File: config.mk
export PLATFORM = sky130hd
export DESIGN_NAME = lts_div
export DESIGN_NICKNAME = d
export VERILOG_FILES = /design/src/hw/rtl/lts_pkg.sv /design/src/hw/rtl/lts_div.sv
export SDC_FILE = /design/constraint.sdc
export NUM_CORES = 1
export LEC_CHECK = 0
export BUFFER_PORTS_ARGS = -buffer_cell sky130_fd_sc_hd__buf_4
export CAP_MARGIN = 15
export CORE_MARGIN = 2
export CORE_UTILIZATION = 48
export CTS_BUF_LIST = sky130_fd_sc_hd__clkbuf_4 sky130_fd_sc_hd__clkbuf_8 sky130_fd_sc_hd__clkbuf_16
export CTS_CLUSTER_SIZE = 25
export DETAILED_ROUTE_END_ITERATION = 10
export PLACE_DENSITY = 0.79
export SYNTH_ARGS = -nofsm -noshare
export SYNTH_HDL_FRONTEND = slang
export SYNTH_SLANG_ARGS = --single-unit
export TNS_END_PERCENT = 100
File: constraint.sdc
create_clock -name clock -period 3.2 [get_ports clock]
set_clock_uncertainty 0.15 [all_clocks]
set_input_delay 0.64 -clock clock [delete_from_list [all_inputs] [get_ports clock]]
set_output_delay 0.64 -clock clock [all_outputs]
set_load 0.1 [all_outputs]
File: src/hw/rtl/lts_pkg.sv
`timescale 1ns / 1ps
// Shared types and constants for the tail percentile statistics block.
// No dependencies; imported by every other file of the block.
package lts_pkg;

   localparam int unsigned SAMPLE_W    = 32;
   localparam int unsigned PCT_IDX_W   = 5;
   localparam int unsigned CNT_OUT_W   = 13;
   localparam int unsigned SUM_W       = 44;
   localparam int unsigned AVG_W       = 40;
   localparam int unsigned FRAC_W      = 8;
   localparam int unsigned DIV_W       = SUM_W + FRAC_W;
   localparam int unsigned NUM_PCT     = 19;
   localparam int unsigned PCT_SCALE   = 10000;
   localparam int unsigned TAIL_DIV    = 100;
   localparam int unsigned Q_W         = 7;
   localparam int unsigned RANK_W      = 48;
   localparam int unsigned RANK_SHIFT  = 37;

   localparam logic [PCT_IDX_W-1:0] LAST_IDX = PCT_IDX_W'(NUM_PCT - 1);

   localparam logic REQ_SAMPLE = 1'b0;
   localparam logic REQ_REPORT = 1'b1;

   // share of the window above each percentile, in units of 0.01 percent
   localparam logic [Q_W-1:0] TAIL_SHARE [NUM_PCT] = '{
      7'd100, 7'd90, 7'd80, 7'd70, 7'd60, 7'd50, 7'd40, 7'd30, 7'd20, 7'd10,
      7'd9, 7'd8, 7'd7, 7'd6, 7'd5, 7'd4, 7'd3, 7'd2, 7'd1
   };

   // TAIL_SHARE scaled by ceil(2^37 / 10000); count times this plus RANK_ROUND,
   // shifted right by RANK_SHIFT, gives ceil(count * share / 10000)
   localparam logic [31:0] RANK_COEF [NUM_PCT] = '{
      32'd1374389600, 32'd1236950640, 32'd1099511680, 32'd962072720,
      32'd824633760, 32'd687194800, 32'd549755840, 32'd412316880,
      32'd274877920, 32'd137438960, 32'd123695064, 32'd109951168,
      32'd96207272, 32'd82463376, 32'd68719480, 32'd54975584,
      32'd41231688, 32'd27487792, 32'd13743896
   };
   localparam logic [RANK_W-1:0] RANK_ROUND = 48'd137425216104;

   typedef struct packed {
      logic insert;
      logic shift;
      logic clear;
   } cell_ctrl_type;

   typedef enum logic [5:0] {
      ST_COLLECT = 6'b000001,
      ST_AVG     = 6'b000010,
      ST_RANK    = 6'b000100,
      ST_RWAIT   = 6'b001000,
      ST_SEEK    = 6'b010000,
      ST_SEND    = 6'b100000
   } state_type;

endpackage

File: src/hw/rtl/lts_div.sv
`timescale 1ns / 1ps
// Restoring divider, one quotient bit per cycle, for the window average.
// Depends on lts_pkg for the dividend width.
module lts_div #(
   parameter int unsigned DIVISOR_W = 14
) (
   input  logic                      clock,
   input  logic                      reset,
   input  logic                      start,
   input  logic [lts_pkg::DIV_W-1:0] dividend,
   input  logic [DIVISOR_W-1:0]      divisor,
   output logic                      done,
   output logic [lts_pkg::DIV_W-1:0] quotient
);
   import lts_pkg::*;

   localparam int unsigned STEP_W = $clog2(DIV_W + 1);

   logic                 busy_ff, busy_in;
   logic                 done_ff, done_in;
   logic [STEP_W-1:0]    step_ff, step_in;
   logic [DIV_W-1:0]     quo_ff, quo_in;
   logic [DIVISOR_W-1:0] rem_ff, rem_in;
   logic [DIVISOR_W-1:0] dvs_ff, dvs_in;
   logic [DIVISOR_W:0]   trial;
   logic [DIVISOR_W:0]   diff;
   logic                 fits;

   assign trial = {rem_ff, quo_ff[DIV_W-1]};
   assign diff  = trial - {1'b0, dvs_ff};
   assign fits  = !diff[DIVISOR_W];

   always_comb begin
      busy_in = busy_ff;
      done_in = 1'b0;
      step_in = step_ff;
      quo_in  = quo_ff;
      rem_in  = rem_ff;
      dvs_in  = dvs_ff;
      if (start) begin
         busy_in = 1'b1;
         step_in = '0;
         quo_in  = dividend;
         rem_in  = '0;
         dvs_in  = divisor;
      end else if (busy_ff) begin
         rem_in  = fits ? diff[DIVISOR_W-1:0] : trial[DIVISOR_W-1:0];
         quo_in  = {quo_ff[DIV_W-2:0], fits};
         step_in = step_ff + 1'b1;
         if (step_ff == STEP_W'(DIV_W - 1)) begin
            busy_in = 1'b0;
            done_in = 1'b1;
         end
      end
   end

   always_ff @(posedge clock) begin
      if (reset) begin
         busy_ff <= 1'b0;
         done_ff <= 1'b0;
         step_ff <= '0;
      end else begin
         busy_ff <= busy_in;
         done_ff <= done_in;
         step_ff <= step_in;
      end
      quo_ff <= quo_in;
      rem_ff <= rem_in;
      dvs_ff <= dvs_in;
   end

   assign done     = done_ff;
   assign quotient = quo_ff;
endmodule

==> metrics.cfg <==
[run_status]
status=finished, final reports clean

[global_routing]
overflow=0
antenna_found_initial=0
grt_pass1_vias=3400
grt_start_max_net_pins=85
grt_pass1_wl_um=16300
track_usage_pct=20.8

[clock_network]
postCtsSetupBuffers=0
cts_root_buffer=clkbuf_8
cts.htree.levels=3
cts_made_buffers=9
clk_pin_slew_ns=0.08
cts_tree=yes
cts-resized-gates=0
clkSinkCount=88
insertion_delay_ns=0.37
cts-hold-fix-buffers=0
clockBufferDepth=2

[synthesis]
synth_largest_area_cell=edfxtp_1
ys_seq_area_share_pct=54.1
yosysWarnings=0
syn_area_per_cell_um2=12.4
synth.distinct_cells=53
synth_area_leaders=edfxtp_1, mux2_2, dfxtp_1, ha_1, a311oi_2
synthesis.area_um2=4480
syn_inst=361
syn_nets=446
ys_async_sr_fraction_pct=0
yosys.cell_count.top_type=edfxtp_1
yosysTopAreaCellShare_pct=44.3
synth_edf_count=66
synth_common_cells=edfxtp_1, mux2_2, nor2_1
synth-seq-cells=88
synth_ff_type=edfxtp_1

[die]
placementRows=35
core_um2=9150
die_h_um=101
initial_core_util_pct=48.9
die_x_um=101
ios=122
design.die.area_um2=10100

[worst_setup_path]
r2r_slack_ns=0.23
endpoint_kind=flip-flop
r2r_cells=9
cp_max_fo=11
critPathLaunchType=flip-flop
required_ns=3.32
worstSetupPathType=reg -> reg
critPathArrivalTime_ns=3.09

[timing]
rsz0062_at_grt=no
hold_viol=0
min_period_over_period_pct=92.8
drv_slew=0
tightest_slew_ns=0.663
tns_ns=0
max-slew-margin-rel_pct=55.8
holdWs_ns=0.293
setup-violations-final=0
finalCriticalPeriod_ns=2.97
fmax_ghz=0.337

[layout]
syn_to_final_growth_pct=27.2
nNetsFinal=568
layout-drive-gt1-share_pct=43.4
post-route-util_pct=62.2
stdcell_area_um2=5690
antenna_cells=0

[detailed_routing]
via_per_inst=5.63
drt_iter0_markers=106
dr.pass1.iters=4
drcViolationCount=0
wl_per_cell_um=17.0
vias=3372
routed_wl_um=10200
ant_nets=0

[power]
power_frac_clock_pct=22.1
intPower_mw=1.96
p_sw_share_pct=38.6
leakagePower_nw=2.30
power_switching_mw=1.23
pwr-share-seq_pct=44.2
peakVddDrop_v=0.000469
combPwrFrac_pct=33.7
power_density_nw_per_um2=560

[placed_design]
gp_congestion=0.863
placed_cell_area_um2=5520
dp_hpwl_um=7390
port_buffers=121

[worst_hold_path]
hp-class=in -> reg
holdPathStages=2

[run]
maxCapViolations=0

[per-layer routing]
layer  wire, um  track usage (%)
met5          0                0
met4        131             7.48
met3        818             7.98
met2       5030             34.5
met1       4230             24.6
[logic make-up (layout without fill, tap and decap cells)]
family	Yosys count	in the layout	share of synthesized area, %
compound gates	74	74	13.3
xor+xnor	10	10	1.96
fa+ha+maj	16	16	4.64
buf+inv	40	167	3.66
flops	88	88	54.1
mux	52	52	13.0
simple gates	81	81	9.30
[stage by stage]
step / total power [mW] / setup slack [ns] / cells
floorplan: 2.25 / 0.00954 / 361
global placement: 2.49 / 0.391 / 583
detailed placement: 2.51 / 0.278 / 583
CTS: 3.22 / 0.243 / 599
global route: 3.31 / 0.0378 / 599
finish: 3.19 / 0.230 / 599
[registers in the layout (all words and copies together) (netlist names)]
signal / cells
done: 1
dvs_ff: 14
quotient: 52
rem_ff: 14
step_ff: 6
busy_ff: 1
[power groups by stage]
stage | Clock (mW) | Combinational [mW] | Sequential (mW)
global placement | 0 | 1.06 | 1.43
floorplan | 0 | 0.321 | 1.92
detailed placement | 0 | 1.07 | 1.43
finish | 0.703 | 1.07 | 1.41
CTS | 0.729 | 1.08 | 1.41
global route | 0.762 | 1.13 | 1.42
[worst max-delay path, cell delays in order, from the launching register on]
cell	delay, ns
edfxtp_1	0.37
inv_1	0.05
ha_1	0.22
fa_1	0.41
nor2b_1	0.17
o2111ai_1	0.25
a31oi_1	0.37
or3_1	0.41
nand4_1	0.17
a311oi_2	0.31
[cell type report]
cell class | count | area [um^2]
sequential | 88 | 2420
tap | 111 | 139
clock buffer | 11 | 139
timing repair buffer | 129 | 981
clock inverter | 5 | 35.0
multi-input combinational | 233 | 1890
inverter | 22 | 86.3
fill | 727 | 3460
[layout by cell type, fill, tap and decap left out, types with 11 or more instances in the layout]
cell type | netlist | routed
nand3_1 | 12 | 12
mux2_2 | 51 | 51
dfxtp_1 | 22 | 22
nand2_1 | 14 | 14
nor2_1 | 23 | 23
inv_1 | 22 | 21
buf_4 | 3 | 128
edfxtp_1 | 66 | 66
o21ai_1 | 11 | 11
ha_1 | 15 | 15
[final timing paths]
kind | from | endpoint
max reg2reg | quotient[51]$_DFFE_PP_ | rem_ff[10]$_SDFFE_PP0P_
min | reset | busy_ff$_SDFF_PP0_
min reg2reg | step_ff[5]$_SDFFE_PP0P_ | step_ff[5]$_SDFFE_PP0P_
max | quotient[51]$_DFFE_PP_ | rem_ff[10]$_SDFFE_PP0P_
Note: power is estimated with default switching activity, not from simulation.
