### config.mk
export PLATFORM = sky130hd
export DESIGN_NAME = lts_cell
export DESIGN_NICKNAME = d
export VERILOG_FILES = /design/src/hw/rtl/lts_pkg.sv /design/src/hw/rtl/lts_cell.sv
export SDC_FILE = /design/constraint.sdc
export NUM_CORES = 1
export LEC_CHECK = 0
export BUFFER_PORTS_ARGS = -buffer_cell sky130_fd_sc_hd__buf_2
export CORE_UTILIZATION = 47
export CTS_CLUSTER_SIZE = 16
export DETAILED_ROUTE_END_ITERATION = 16
export GPL_TIMING_DRIVEN = 0
export MAX_ROUTING_LAYER = met4
export PLACE_DENSITY = 0.8
export SYNTH_ARGS = -nofsm -noshare
export SYNTH_HDL_FRONTEND = slang
export SYNTH_SLANG_ARGS = --single-unit
export TNS_END_PERCENT = 50
### constraint.sdc
create_clock -name clock -period 3.3 [get_ports clock]
set_input_delay 0.33 -clock clock [delete_from_list [all_inputs] [get_ports clock]]
set_output_delay 0.33 -clock clock [all_outputs]
set_load 0.1 [all_outputs]
### src/hw/rtl/lts_pkg.sv
`timescale 1ns / 1ps
// Shared types and constants for the tail percentile statistics block.
// No dependencies; imported by every other file of the block.
package lts_pkg;

   localparam int unsigned SAMPLE_W    = 32;
   localparam int unsigned PCT_IDX_W   = 5;
   localparam int unsigned CNT_OUT_W   = 13;
   localparam int unsigned SUM_W       = 44;
   localparam int unsigned AVG_W       = 40;
   localparam int unsigned FRAC_W      = 8;
   localparam int unsigned DIV_W       = SUM_W + FRAC_W;
   localparam int unsigned NUM_PCT     = 19;
   localparam int unsigned PCT_SCALE   = 10000;
   localparam int unsigned TAIL_DIV    = 100;
   localparam int unsigned Q_W         = 7;
   localparam int unsigned RANK_W      = 48;
   localparam int unsigned RANK_SHIFT  = 37;

   localparam logic [PCT_IDX_W-1:0] LAST_IDX = PCT_IDX_W'(NUM_PCT - 1);

   localparam logic REQ_SAMPLE = 1'b0;
   localparam logic REQ_REPORT = 1'b1;

   // share of the window above each percentile, in units of 0.01 percent
   localparam logic [Q_W-1:0] TAIL_SHARE [NUM_PCT] = '{
      7'd100, 7'd90, 7'd80, 7'd70, 7'd60, 7'd50, 7'd40, 7'd30, 7'd20, 7'd10,
      7'd9, 7'd8, 7'd7, 7'd6, 7'd5, 7'd4, 7'd3, 7'd2, 7'd1
   };

   // TAIL_SHARE scaled by ceil(2^37 / 10000); count times this plus RANK_ROUND,
   // shifted right by RANK_SHIFT, gives ceil(count * share / 10000)
   localparam logic [31:0] RANK_COEF [NUM_PCT] = '{
      32'd1374389600, 32'd1236950640, 32'd1099511680, 32'd962072720,
      32'd824633760, 32'd687194800, 32'd549755840, 32'd412316880,
      32'd274877920, 32'd137438960, 32'd123695064, 32'd109951168,
      32'd96207272, 32'd82463376, 32'd68719480, 32'd54975584,
      32'd41231688, 32'd27487792, 32'd13743896
   };
   localparam logic [RANK_W-1:0] RANK_ROUND = 48'd137425216104;

   typedef struct packed {
      logic insert;
      logic shift;
      logic clear;
   } cell_ctrl_type;

   typedef enum logic [5:0] {
      ST_COLLECT = 6'b000001,
      ST_AVG     = 6'b000010,
      ST_RANK    = 6'b000100,
      ST_RWAIT   = 6'b001000,
      ST_SEEK    = 6'b010000,
      ST_SEND    = 6'b100000
   } state_type;

endpackage

### src/hw/rtl/lts_cell.sv
`timescale 1ns / 1ps
// One cell of the sorted chain that keeps the largest samples, largest first.
// Depends on lts_pkg for the cell control struct.
module lts_cell #(
   parameter int unsigned WIDTH = 32
) (
   input  logic                  clock,
   input  logic                  reset,
   input  lts_pkg::cell_ctrl_type ctrl,
   input  logic [WIDTH-1:0]      sample,
   input  logic                  prev_valid,
   input  logic [WIDTH-1:0]      prev_value,
   input  logic                  prev_above,
   output logic                  valid,
   output logic [WIDTH-1:0]      value,
   output logic                  above
);
   import lts_pkg::*;

   logic             valid_ff, valid_in;
   logic [WIDTH-1:0] value_ff, value_in;

   assign above = !valid_ff || (sample > value_ff);

   always_comb begin
      valid_in = valid_ff;
      value_in = value_ff;
      if (ctrl.clear) begin
         valid_in = 1'b0;
      end else if (ctrl.shift || (ctrl.insert && prev_above)) begin
         valid_in = prev_valid;
         value_in = prev_value;
      end else if (ctrl.insert && above) begin
         valid_in = 1'b1;
         value_in = sample;
      end
   end

   always_ff @(posedge clock) begin
      if (reset) begin
         valid_ff <= 1'b0;
      end else begin
         valid_ff <= valid_in;
      end
      value_ff <= value_in;
   end

   assign valid = valid_ff;
   assign value = value_ff;
endmodule

==> impl_metrics.toml, run 1 <==
[floorplanning]
die-area_um2 = 5117
coreArea_um2 = 4504
fp-row-count = 24
die-height_um = 71.53
die-width_um = 71.53
initial_core_util_pct = 50.44
ioPinCount = 105

[critical_path]
crit_buf_inv = 3
required_ns = 3.30
cp_max_fo = 9
path_delay_family = "compound AO/OA/AOI/OAI gates"
startpoint_type = "flop"
cp_slowest_cell = "o211ai_1"
crit_chain = "inv_1 > ha_1 > nand4_1 > nor4_4 > a21boi_2 > o311ai_1 > o211ai_1 > buf_4 > buf_4"
crit_top_cell = "buf_4"
critPathMaxStageDelay_ns = 0.38
endpoint_kind = "flop"
worstPathArrival_ns = 2.78
crit_type = "reg -> reg"

[cts]
hold_buffers = 0
cts_setup_buffers = 0
cts.repair.resized = 0
numClockSinks = 33
ctsRootBufferMaster = "clkbuf_8"
cts_buffers = 5
clk_latency_ns = 0.29
h-tree-depth = 2
cts_buffer_depth = 2
cts.clk_slew.worst_paths_ns = 0.07
cts_tree = "built"

[synth]
synth-edff-count = 32
yosys_warnings = 0
synthCells = 191
synth_ff_type = "edfxtp_1"
ys_seq_area_share_pct = 43.17
avgSynthCellArea_um2 = 11.90
ys_ff_latch = 33
synth_cell_types = 30
syn-num-nets = 294
netlist_area_um2 = 2272
async_flop_share_pct = 0

[sta]
rsz0062_at_grt = "false"
period_needed_ns = 2.783
worst_slack_ns = 0.5169
relSlewSlack_pct = 48.14
tightest_slew_ns = 0.7745
hold_slack_ns = 0.2018
finalSetupViolations = 0
hold_viol_final = 0
min_period_over_period_pct = 84.34
fmax_mhz = 359.3
tns_ns = 0
finalClockSkew_ns = 0.003318
report.final.slew_viol_count = 0

[layout]
final_common_cell = "buf_2"
nets = 408
antennaDiodeCount = 0
layout_common_cells = "107 x buf_2, 32 x mux2_2, 32 x edfxtp_1, 29 x inv_1, 27 x ha_1"
register_area_um2 = 980.9
multi_input_area_um2 = 1242
drive_gt1_share_pct = 54.58
fin_cells = 358
syn2layout_area_growth_pct = 34.42
fillers = 365

[global_route]
grt_pass1_wl_um = 7728
grtUsageTotal_pct = 20.88
overflow = 0
grt_max_degree = 11
antenna_found_initial = 0
grt_pass1_vias = 1773

[placement]
place_ws_ns = 0.4236
place_congestion = 0.7630
portBuffers = 104
place_inst = 350
dp_hpwl_um = 4030

[status]
outcome = "complete, no violations"

[routing]
ant_nets = 0
drcViolationCount = 0
drtPass1Iterations = 4
routed-via-count = 1849
avgRoutedWirePerCell_um = 13.57
routed_via_density = 5.165
drt_iter0_drc = 30
wirelength_um = 4858

[job]
drv_cap = 0

[min_path]
min_path_type = "in -> reg"

[power]
vdd_drop_max_uv = 286.2
total_leakage_power_uw = 0.001482
powerDensity_nw_per_um2 = 451.3
finalPower_uw = 1378
## kinds of logic (layout without fill, tap and decap cells)
kind of cell	count (synthesis)	in the layout	share of synthesized area [%]
buffers and inverters	37	152	6.277
AOI/OAI and AO/OA	29	29	8.811
and+or+nand+nor	28	28	8.259
DFF	33	33	43.17
muxes	32	32	15.86
adders and majority gates	32	32	17.62
## worst paths after layout
check,startpoint,end,slack (ns),cells after the start
max,value[10],value[14],0.52,9
min,reset,valid,0.20,2
max reg2reg,value[10],value[14],0.52,9
min reg2reg,valid,valid,0.62,2
## synth_stat cells (all sizes together) (2+ instances only)
cell type / count / area (µm²)
inv: 34 / 127.6
edfxtp: 32 / 960.9
ha: 32 / 400.4
mux2: 32 / 360.4
a21oi: 13 / 68.82
nand3: 7 / 35.03
nand4: 6 / 50.04
nand2: 5 / 18.77
a21o: 4 / 30.03
nor4: 4 / 55.05
buf: 3 / 15.01
nor2: 3 / 11.26
o211ai: 2 / 15.01
## registers in the layout (all words and copies together), names as in the netlist
register and flops:
valid 1, value 32
## worst reg2reg max path, stage by stage, from the launching register on
cell	delay, ns
edfxtp_1	0.35
inv_1	0.04
ha_1	0.29
nand4_1	0.19
nor4_4	0.37
a21boi_2	0.23
o311ai_1	0.13
o211ai_1	0.38
buf_4	0.30
buf_4	0.20
## layer usage
| metal | share of wire [%] | routed length, µm | GRT usage [%] |
|---|---|---|---|
| met2 | 52 | 2523 | 37.35 |
| met4 | 1.2 | 59 | 9.150 |
| met5 | 0 | 0 | - |
| met1 | 41 | 1977 | 22.47 |
| met3 | 6.1 | 296 | 4.079 |
## power breakdown
part | switching (µW) | total, µW | internal [µW] | leakage (µW)
Sequential | 16.6 | 524 | 508 | 0.000320
Combinational | 402 | 556 | 154 | 0.00112
Clock | 148 | 298 | 150 | 0.0000395
Total | 566 | 1380 | 812 | 0.00148
## layout make-up
class	instances	area share, %
Multi-Input combinational cell	121	40.68
Sequential cell	33	32.12
Clock buffer	8	2.622
Timing Repair Buffer	107	17.78
Tap cell	52	2.130
Inverter	34	4.179
Buffer	3	0.4916
## stage by stage
step	utilization [%]	cell area, µm²
after CTS	67.81	3054
after detailed placement	66.03	2974
final	67.81	3054
after global routing	67.81	3054
after global placement	65.53	2952
after floorplan	-	2366
(Power assumes the default switching activity.)
==> run 2: changes to the inputs <==
Settings changed: ABC_AREA from default to 1, CORE_UTILIZATION 47 to 48, PLACE_DENSITY 0.8 to 0.81.
Clock period 3.3 ns to 2.8 ns, I/O delays scaled along.
==> run 2 against run 1 <==
Compared with the run above:
- non-clock buffer count did not move
- synthesized cell count up 51%
- power rose by 12%
- register-to-register slack worse by 0.04 ns
- sequential power up 16%
- synthesized area is 2.5% higher
- critical path type is now reg -> out
- critical endpoint is now above
- highest routed layer unchanged
==> impl_metrics.toml, run 2 <==
[status]
outcome = "complete, no violations"

[floorplanning]
ioPinCount = 105
initial_core_util_pct = 51.69
fp-row-count = 24
coreArea_um2 = 4504
die-height_um = 71.65
die-area_um2 = 5134
die-width_um = 71.65

[sta]
rsz0062_at_grt = "false"
report.final.slew_viol_count = 0
finalSetupViolations = 0
fmax_mhz = 420.2
hold_viol_final = 0
relSlewSlack_pct = 59.86
min_period_over_period_pct = 84.99
tightest_slew_ns = 0.6008
period_needed_ns = 2.380
finalClockSkew_ns = 0.008254

[critical_path]
cp_slowest_cell = "buf_2"
endpoint_kind = "primary output"
worstPathArrival_ns = 2.10
critPathMaxStageDelay_ns = 0.43
path_delay_family = "simple AND/OR/NAND/NOR gates"
crit_chain = "inv_1 > ha_1 > nand2_1 > inv_2 > nand2_1 > nand2_1 > nand2_1 > nand2_1 > nand2_1 > nand2_1 > nand2_1 > nand2_1 > nand2_2 > nand2_8 > buf_2"
crit_top_cell = "nand2_1"
crit_buf_inv = 3
cp_max_fo = 2
startpoint_type = "flop"
required_ns = 2.52
crit_type = "reg -> out"

[layout]
syn2layout_area_growth_pct = 32.29
largest_reg_flops = 32
final_common_cell = "nand2_1"
layout_common_cells = "129 x nand2_1, 107 x buf_2, 34 x inv_1, 32 x edfxtp_1, 29 x ha_1"
drive_gt1_share_pct = 34.66
antennaDiodeCount = 0
design_area_um2 = 3080
register_area_um2 = 980.9
fillers = 390
multi_input_area_um2 = 1249
fin_cells = 453
nets = 503

[routing]
drt_iter0_drc = 76
drcViolationCount = 0
wirelength_um = 5148
ant_nets = 0
routed-via-count = 2142
avgRoutedWirePerCell_um = 11.36
routed_via_density = 4.728
drtPass1Iterations = 4

[power]
swShare_pct = 41.04
powerDensity_nw_per_um2 = 499.1
p_switching_uw = 630.9
seq_power_share_pct = 39.5
comb_power_share_pct = 38.3
clkPwrFrac_pct = 22.3
vdd_drop_max_uv = 315.4
p_int_uw = 906.5
total_leakage_power_uw = 0.001707

[synth]
syn-num-nets = 391
synthCells = 288
synth_area_leader_cell = "edfxtp_1"
netlist_area_um2 = 2328
ys_ff_latch = 33
yosysMostFrequentCell = "nand2_1"
synth-edff-count = 32
avgSynthCellArea_um2 = 8.085
synth_cell_types = 25
synth_top_area_share_pct = 41.27
yosys_warnings = 0
synth_common_cells = "131 x nand2_1, 37 x inv_1, 32 x edfxtp_1, 32 x ha_1, 13 x a21oi_1"
async_flop_share_pct = 0
synth_ff_type = "edfxtp_1"
ys_seq_area_share_pct = 42.13
ys_top_cells_by_area = "edfxtp_1 41%, nand2_1 21%, ha_1 17%"

[global_route]
antenna_found_initial = 0
overflow = 0
grt_pass1_vias = 2054
grt_pass1_wl_um = 8466
grtUsageTotal_pct = 21.87
grt_max_degree = 33

[cts]
ctsRootBufferMaster = "clkbuf_8"
clk_latency_ns = 0.28
cts_buffer_depth = 2
cts.clk_slew.worst_paths_ns = 0.07
hold_buffers = 0
cts_tree = "built"
cts_buffers = 5
numClockSinks = 33
h-tree-depth = 2

[min_path]
min_path_type = "in -> reg"

[placement]
dp_hpwl_um = 4011
portBuffers = 104
place_congestion = 0.7934
place_inst = 444
dpl_cell_area_um2 = 2983

[job]
drv_cap = 0
-- run 2: cell count changes in the layout (fill, tap and decap cells not counted), moves of 5 or more --
cell,change
nand2_1,+124
mux2_2,-32
inv_1,+5
nand2_2,+5
nand3_1,-5
nor2_1,+5
-- run 2: cell families after synthesis --
| family | synth area share (%) |
|---|---|
| flops | 42.13 |
| fa+ha+maj | 17.19 |
| compound gates | 4.890 |
| buf+inv | 7.898 |
| simple gates | 27.89 |
-- run 2: metal layers --
metal | track usage [%] | part of all wire (%)
met3 | 5.345 | 6.5
met4 | 6.754 | 1.4
met2 | 36.37 | 47
met1 | 26.24 | 46
met5 | - | 0
-- run 2: layout make-up --
type                    count  area share (%)
well taps                  52           2.112
multi-input cells         208           40.54
flip-flops and latches     33           31.84
clock buffers               5           2.234
repair buffers            104           16.90
inverters                  42           5.118
clock inverters             3          0.4062
plain buffers               6          0.8530
-- run 2: what timing repair did --
action                                  4_1_cts  5_1_grt
setup buffers                                 0        0
hold endpoints to repair                      0        0
gates resized for setup                       0        1
endpoints found under the setup margin        0       32
-- run 2: through the flow --
step	hold WS, ns	worst slack, ns	total power (µW)	TNS, ns	util, %
6_report	0.2411	0.4202	1537	0	68.39
5_1_grt	0.2451	0.2059	1620	0	68.39
4_1_cts	0.2372	0.07769	1550	0	68.03
3_5_place_dp	0.5368	0.07191	1205	0	66.22
3_3_place_gp	0.5355	0.1097	1192	0	66.22
2_1_floorplan	0.4360	-0.3245	1070	-10.38	-
-- run 2: power groups by stage --
stage	clock network [µW]	logic [µW]	registers, µW
final	342	588	607
after global routing	366	642	612
after CTS	354	588	608
after detailed placement	0	586	618
after global placement	0	575	617
after floorplan	0	199	870
-- run 2: worst paths after layout --
path,startpoint,to,slack (ns),cells after the start
max reg2reg,value[3],value[31],0.48,16
min reg2reg,valid,valid,0.75,2
min,prev_valid,valid,0.24,2
max,value[3],above,0.42,15
